`config.mk`:
```
export PLATFORM = sky130hd
export DESIGN_NAME = armed_impact_detector
export DESIGN_NICKNAME = d
export VERILOG_FILES = /design/src/hdl/aid_pkg.sv /design/src/hdl/armed_impact_detector.sv /design/src/hdl/aid_eval.sv
export SDC_FILE = /design/constraint.sdc
export NUM_CORES = 2
export LEC_CHECK = 0
export BUFFER_PORTS_ARGS = -buffer_cell sky130_fd_sc_hd__buf_2
export CORE_UTILIZATION = 50
export DETAILED_ROUTE_END_ITERATION = 10
export PLACE_DENSITY = 0.66
export SLEW_MARGIN = 5
export SYNTH_ARGS = -nofsm -noshare
export SYNTH_HDL_FRONTEND = slang
export SYNTH_SLANG_ARGS = --single-unit
export TNS_END_PERCENT = 30
```
`constraint.sdc`:
```
create_clock -name clk_i -period 22.9 [get_ports clk_i]
set_input_delay 2.29 -clock clk_i [delete_from_list [all_inputs] [get_ports clk_i]]
set_output_delay 2.29 -clock clk_i [all_outputs]
set_load 0.01 [all_outputs]
```
`src/hdl/aid_pkg.sv`:
```
package aid_pkg;

  // field widths
  localparam int unsigned SAMPLE_W = 16;
  localparam int unsigned THR_W    = 12;
  localparam int unsigned THR_SQ_W = 2 * THR_W;
  localparam int unsigned AXES     = 3;
  localparam int unsigned SQ_W     = 2 * SAMPLE_W;
  localparam int unsigned DIST_W   = SQ_W + 2;
  localparam int unsigned WARN_W   = DIST_W + 5;

  // threshold register reset
  localparam int unsigned THR_RESET = 80;
  localparam logic [THR_SQ_W-1:0] THR_SQ_RESET = THR_SQ_W'(THR_RESET * THR_RESET);

  // early warning at 64/100 of threshold squared, as a cross-multiplied compare
  localparam int unsigned WARN_NUM   = 64;
  localparam int unsigned WARN_DEN   = 100;
  localparam int unsigned WARN_GCD   = 4;
  localparam int unsigned WARN_MUL_D = WARN_DEN / WARN_GCD;
  localparam int unsigned WARN_MUL_T = WARN_NUM / WARN_GCD;

  // mode codes
  localparam logic [1:0] MODE_DISARMED = 2'd0;
  localparam logic [1:0] MODE_ARMED    = 2'd1;
  localparam logic [1:0] MODE_ALARM    = 2'd2;

  // action codes
  localparam logic ACT_COMMAND = 1'b0;
  localparam logic ACT_SAMPLE  = 1'b1;

  typedef struct packed {
    logic                       action;
    logic                       arm_request;
    logic signed [SAMPLE_W-1:0] sample_x;
    logic signed [SAMPLE_W-1:0] sample_y;
    logic signed [SAMPLE_W-1:0] sample_z;
  } in_t;

  typedef struct packed {
    logic [1:0] mode;
    logic       mode_changed;
    logic       early_warning;
  } out_t;

  typedef struct packed {
    logic [1:0]                     mode;
    logic [AXES-1:0][SAMPLE_W-1:0]  base;
    logic [AXES-1:0][SAMPLE_W-1:0]  last;
  } state_t;

endpackage

```
`src/hdl/armed_impact_detector.sv`:
```
// armed impact detector: arm commands and three-axis samples in, one result per beat out
// path: an accepted beat is held in the input register, then its result in the result register
// throughput: one beat per cycle while not stalled; the mode and baseline update in the
//   same cycle as the distance check, so each item sees the state the previous item left
// reset: mode disarmed, last sample and baseline zero, threshold 80, both stages empty
module armed_impact_detector (
  input  logic                       clk_i,
  input  logic                       rst_ni,
  input  logic                       in_valid_i,
  output logic                       in_ready_o,
  input  aid_pkg::in_t               in_data_i,
  output logic                       out_valid_o,
  input  logic                       out_ready_i,
  output aid_pkg::out_t              out_data_o,
  input  logic                       cfg_we_i,
  input  logic [aid_pkg::THR_W-1:0]  cfg_data_i
);
  import aid_pkg::*;

  logic                s1_valid_q;
  in_t                 s1_item_q;
  logic                out_valid_q;
  out_t                out_q;
  state_t              state_q;
  state_t              state_d;
  out_t                result_d;
  logic [THR_SQ_W-1:0] thr_sq_q;
  logic [THR_SQ_W-1:0] thr_sq_d;
  logic                advance;
  logic                in_fire;

  // stage one moves into the result register when that is free or being drained
  assign advance    = !out_valid_q || out_ready_i;
  assign in_ready_o = !s1_valid_q || advance;
  assign in_fire    = in_valid_i && in_ready_o;

  // threshold squared kept ready for the compare
  assign thr_sq_d = {{THR_W{1'b0}}, cfg_data_i} * {{THR_W{1'b0}}, cfg_data_i};

  always_ff @(posedge clk_i or negedge rst_ni) begin
    if (!rst_ni) begin
      thr_sq_q <= THR_SQ_RESET;
    end else if (cfg_we_i) begin
      thr_sq_q <= thr_sq_d;
    end
  end

  // input register
  always_ff @(posedge clk_i or negedge rst_ni) begin
    if (!rst_ni) begin
      s1_valid_q <= 1'b0;
    end else if (in_ready_o) begin
      s1_valid_q <= in_valid_i;
    end
  end

  always_ff @(posedge clk_i) begin
    if (in_fire) begin
      s1_item_q <= in_data_i;
    end
  end

  aid_eval u_eval (
    .item_i   (s1_item_q),
    .state_i  (state_q),
    .thr_sq_i (thr_sq_q),
    .state_o  (state_d),
    .result_o (result_d)
  );

  // detector state advances with each item leaving stage one
  always_ff @(posedge clk_i or negedge rst_ni) begin
    if (!rst_ni) begin
      state_q <= '0;
    end else if (s1_valid_q && advance) begin
      state_q <= state_d;
    end
  end

  // result register
  always_ff @(posedge clk_i or negedge rst_ni) begin
    if (!rst_ni) begin
      out_valid_q <= 1'b0;
    end else if (advance) begin
      out_valid_q <= s1_valid_q;
    end
  end

  always_ff @(posedge clk_i) begin
    if (s1_valid_q && advance) begin
      out_q <= result_d;
    end
  end

  assign out_valid_o = out_valid_q;
  assign out_data_o  = out_q;

endmodule

```
`src/hdl/aid_eval.sv`:
```
module aid_eval (
  input  aid_pkg::in_t                      item_i,
  input  aid_pkg::state_t                   state_i,
  input  logic [aid_pkg::THR_SQ_W-1:0]      thr_sq_i,
  output aid_pkg::state_t                   state_o,
  output aid_pkg::out_t                     result_o
);
  import aid_pkg::*;

  logic [AXES-1:0][SAMPLE_W-1:0] sample;
  logic [AXES-1:0][SAMPLE_W:0]   diff;
  logic [AXES-1:0][SAMPLE_W-1:0] mag;
  logic [AXES-1:0][SQ_W-1:0]     sq;
  logic [DIST_W-1:0]             dist_sum;
  logic [WARN_W-1:0]             warn_lhs;
  logic [WARN_W-1:0]             warn_rhs;
  logic                          alarm_hit;
  logic                          warn_hit;
  logic [1:0]                    mode_prev;
  logic                          warn;

  assign sample[0] = item_i.sample_x;
  assign sample[1] = item_i.sample_y;
  assign sample[2] = item_i.sample_z;

  // per-axis distance from baseline, squared
  always_comb begin
    for (int i = 0; i < AXES; i++) begin
      diff[i] = {sample[i][SAMPLE_W-1], sample[i]} -
                {state_i.base[i][SAMPLE_W-1], state_i.base[i]};
      mag[i]  = diff[i][SAMPLE_W] ? SAMPLE_W'(-diff[i]) : diff[i][SAMPLE_W-1:0];
      sq[i]   = SQ_W'(mag[i]) * SQ_W'(mag[i]);
    end
  end

  assign dist_sum = DIST_W'(sq[0]) + DIST_W'(sq[1]) + DIST_W'(sq[2]);

  // alarm above t^2, warning above floor(t^2 * 64 / 100)
  assign alarm_hit = dist_sum > DIST_W'(thr_sq_i);
  assign warn_lhs  = WARN_W'(dist_sum) * WARN_W'(WARN_MUL_D);
  assign warn_rhs  = WARN_W'(thr_sq_i) * WARN_W'(WARN_MUL_T);
  assign warn_hit  = warn_lhs > warn_rhs;

  // unused mode code falls back to disarmed
  assign mode_prev = (state_i.mode == MODE_ARMED || state_i.mode == MODE_ALARM) ?
                     state_i.mode : MODE_DISARMED;

  // mode update and sample bookkeeping
  always_comb begin
    state_o      = state_i;
    state_o.mode = mode_prev;
    warn         = 1'b0;
    if (item_i.action == ACT_COMMAND) begin
      if (item_i.arm_request) begin
        if (mode_prev == MODE_DISARMED) begin
          state_o.mode = MODE_ARMED;
          state_o.base = state_i.last;
        end else begin
          state_o.mode = MODE_DISARMED;
        end
      end
    end else begin
      state_o.last = sample;
      if (mode_prev == MODE_ARMED) begin
        warn = warn_hit;
        if (alarm_hit) begin
          state_o.mode = MODE_ALARM;
        end
      end
    end
  end

  assign result_o.mode          = state_o.mode;
  assign result_o.mode_changed  = state_o.mode != mode_prev;
  assign result_o.early_warning = warn;

endmodule

```
==> key figures <==
Layout
  – Post-route standard cell area excluding fillers: around 0.043 mm²
  – Area occupied by registers: around 0.0047 mm²
  – Fill cell total of the finished layout: 7443
  – Layout cell share with drive strength beyond 1: 0.07369
  – Post-layout utilization of the core: 0.5345
  – Total Nets Final: 5706
  – Area growth syn-to-layout: 5.826%
  – Footprint of the multi-input gates: about 0.032 mm²

Critical path
  – Largest incremental delay on the critical path: about 0.95 ns
  – CP Max Fanout: 11
  – Worst setup path category: reg -> reg
  – Startpoint types: flip-flop
  – Worst path slowest cell: sky130_fd_sc_hd__a2111oi_0
  – Depth of the most critical reg-to-reg path: 64
  – Beginning of the worst register-to-register path: s1_item_q[32]
  – Kind of capture point of the worst setup path: flip-flop
  – Arrival time worst endpoint: 19.55 ns
  – Most numerous cell on the critical path: sky130_fd_sc_hd__fa_1
  – Start point of the critical path: s1_item_q[32]
  – Critical path endpoint: out_data_o[0]
  – RR Endpoint: out_data_o[0]
  – Slack of the worst reg-to-reg path: 3.55 ns
  – Required time of the worst setup path: 23.10 ns

Clock tree
  – Resize count post-CTS: 0
  – TritonCTS Buffers: 17
  – Clock network latency to the later pin of the worst-skew pair: between 0.4 and 0.5 ns
  – Number of sinks driven by the clock tree: 177
  – Post-CTS Hold Fix Bufs: 0
  – CTS root buffer: sky130_fd_sc_hd__clkbuf_16
  – CTS H-tree depth: 4
  – TritonCTS clock tree: yes
  – Reg clk slew, reported paths: about 0.090 ns
  – Max clock buf depth: 2
  – Post-CTS setup buffers: 0

Timing
  – Worst path setup slack after routing: 3.548 ns
  – Final clock skew: 0.02463 ns
  – Total count of hold-check failures in the final report: 0
  – Min cycle time layout: 19.35 ns
  – Total of endpoints with negative setup slack in the final report: 0
  – Maximum clock frequency: roughly 52 MHz
  – Max transition margin: 0.2064
  – Tightest Pin Transition: 1.182 ns
  – Final slew viol count: 0
  – RSZ-0062 raised after global routing: no
  – Final clock period utilization by the worst path: 0.8451
  – Total negative setup slack: 0 ns

Global routing
  – Pin count of the biggest net entering global routing: 68
  – Busiest layer in global routing: met2
  – Total congestion overflow after global routing: 0
  – Overall fraction of global-route tracks in use: 0.2198
  – Met2 layer usage reported by global route: 0.3610
  – Global routing met1 resource utilization: 0.3126
  – Met3 usage: 0.02381
  – Global-route wire length before repair: 146.1 mm
  – Via count of the first global-routing pass: 29630
  – Initial antenna violation count: 2

Placed design
  – Placer congestion estimate: 0.9001
  – Cell area after placement: 0.04235 mm²
  – Number of buffers inserted by port buffering: 72
  – Setup Slack @ Placement: 3.822 ns
  – Half-perimeter wire length of the detailed placement result: 74.86 mm

Logic synthesis
  – Largest area contributor in the synthesized netlist: sky130_fd_sc_hd__fa_1
  – Post-synth ARST share: 0.6949
  – Share of the synthesized area in the top cell type: 0.3416
  – Yosys warnings: 0
  – Predominant post-synthesis flop cell: sky130_fd_sc_hd__dfrtp_1
  – Synthesized Nets: 5649
  – Most common cell in the synthesized netlist: sky130_fd_sc_hd__inv_1
  – Sequential share of the synthesized area: 0.1158
  – FF+latch count, synth: 177
  – Number of enable-type register cells in the synthesized netlist: 54
  – Biggest area contributors in the synthesized netlist: sky130_fd_sc_hd__fa_1, sky130_fd_sc_hd__ha_1, sky130_fd_sc_hd__inv_1, sky130_fd_sc_hd__dfrtp_1, sky130_fd_sc_hd__edfxtp_1
  – Area of the mapped netlist: 0.04061 mm²
  – Synthesized instance count: between 4000 and 5000
  – Number of different library cells in the post-synthesis netlist: 83
  – Leading post-synthesis cells by instance count: sky130_fd_sc_hd__inv_1, sky130_fd_sc_hd__fa_1, sky130_fd_sc_hd__ha_1
  – Mean post-synth cell area: 9.386 µm²

Die
  – Die Span X: 287.0 µm
  – Num rows: 104
  – Floorplan die height: 287.0 µm
  – Initial core utilization: 0.5050
  – Core box area: 0.08042 mm²
  – Count of boundary I/O pins: 73
  – Floorplan die area: 0.08237 mm²

Route
  – Remaining routing DRC violations: 0
  – Wire length after detailed routing: 86.54 mm
  – Drt pass-1 iters: 5
  – Initial DRC count: 1636
  – Vias/cell: 5.242
  – Post-DR wirelength/cell: 15.85 µm
  – Vias after detailed routing: 28620
  – Antenna-violating nets left: 0

Min path
  – Hold Crit Class: reg -> reg
  – Critical hold path startpoint: s1_valid_q

Flow run
  – Max cap viols: 0

Status
  – Status: finished, final reports clean
[registers in the layout, indices dropped and copies added, names as in the netlist]
register	count
state_q	98
s1_valid_q	1
s1_item_q	50
thr_sq_q	23
out_valid_o	1
out_data_o	4
[layer usage]
layer  share of wire  routed length, µm  vias up
met5               0                  0        -
li1                -                  -    13650
met1            0.46              40150    14350
met3           0.043               3758       77
met4           0.018               1599        0
met2            0.47              41040      541
[stage by stage]
step / instances / hold slack [ns]
after floorplan: 4327 / 0.4460
after global placement: 5425 / 0.4612
after detailed placement: 5425 / 0.4665
after CTS: 5457 / 0.4873
after global routing: 5459 / 0.5148
final: 5459 / 0.4863
[worst min-delay path by stage]
stage | end | slack (ns) | depth (start not counted)
2_1_floorplan | state_q[0] | 0.45 | 2
3_3_place_gp | state_q[32] | 0.46 | 2
3_5_place_dp | state_q[17] | 0.47 | 2
4_1_cts | state_q[17] | 0.49 | 2
5_1_grt | state_q[80] | 0.51 | 1
6_report | out_valid_o | 0.49 | 1
[critical path, delay by kind of cell (launching register included)]
family / cells / cell delay [ns]
AND/OR/NAND/NOR: 13 / 1.94
AO/OA/AOI/OAI: 19 / 5.51
XOR/XNOR: 4 / 1.53
adder cells (fa/ha/maj): 21 / 8.89
buffers and inverters: 7 / 0.80
flip-flops: 1 / 0.37
[final cells by class]
class | instances | share of cell area
Multi-Input combinational cell | 2978 | 0.7333
Tap cell | 1060 | 0.03086
Clock buffer | 18 | 0.009985
Inverter | 1093 | 0.09546
Clock inverter | 14 | 0.004454
Antenna cell | 2 | 0.0001164
Timing Repair Buffer | 117 | 0.01639
Sequential cell | 177 | 0.1094
[kinds of logic after synthesis]
| logic type | Yosys count | synth area share |
|---|---|---|
| buf+inv | 1172 | 0.1085 |
| simple gates | 907 | 0.1059 |
| xor+xnor | 196 | 0.04227 |
| compound gates | 507 | 0.08192 |
| fa+ha+maj | 1255 | 0.5147 |
| flops | 177 | 0.1158 |
| mux | 113 | 0.03096 |
[cell usage in the layout, fill, tap and decap left out, types with 41 or more instances in the layout]
master                     instances
sky130_fd_sc_hd__inv_1          1081
sky130_fd_sc_hd__o21ai_0          97
sky130_fd_sc_hd__or2_2            41
sky130_fd_sc_hd__buf_2            71
sky130_fd_sc_hd__nor2_1          361
sky130_fd_sc_hd__a21oi_1         134
sky130_fd_sc_hd__dfrtp_1         120
sky130_fd_sc_hd__nand2_1         180
sky130_fd_sc_hd__nand2b_1         72
sky130_fd_sc_hd__nand3_1          41
sky130_fd_sc_hd__mux2_2          101
sky130_fd_sc_hd__fa_1            693
sky130_fd_sc_hd__xor2_1           68
sky130_fd_sc_hd__buf_4            45
sky130_fd_sc_hd__ha_1            562
sky130_fd_sc_hd__and2_1           52
sky130_fd_sc_hd__xnor2_1         128
sky130_fd_sc_hd__edfxtp_1         54
sky130_fd_sc_hd__a21o_1           81
Power is left out: the tool's default activity adds up to more than one toggle a clock period on the data nets, which glitch-free logic cannot reach.
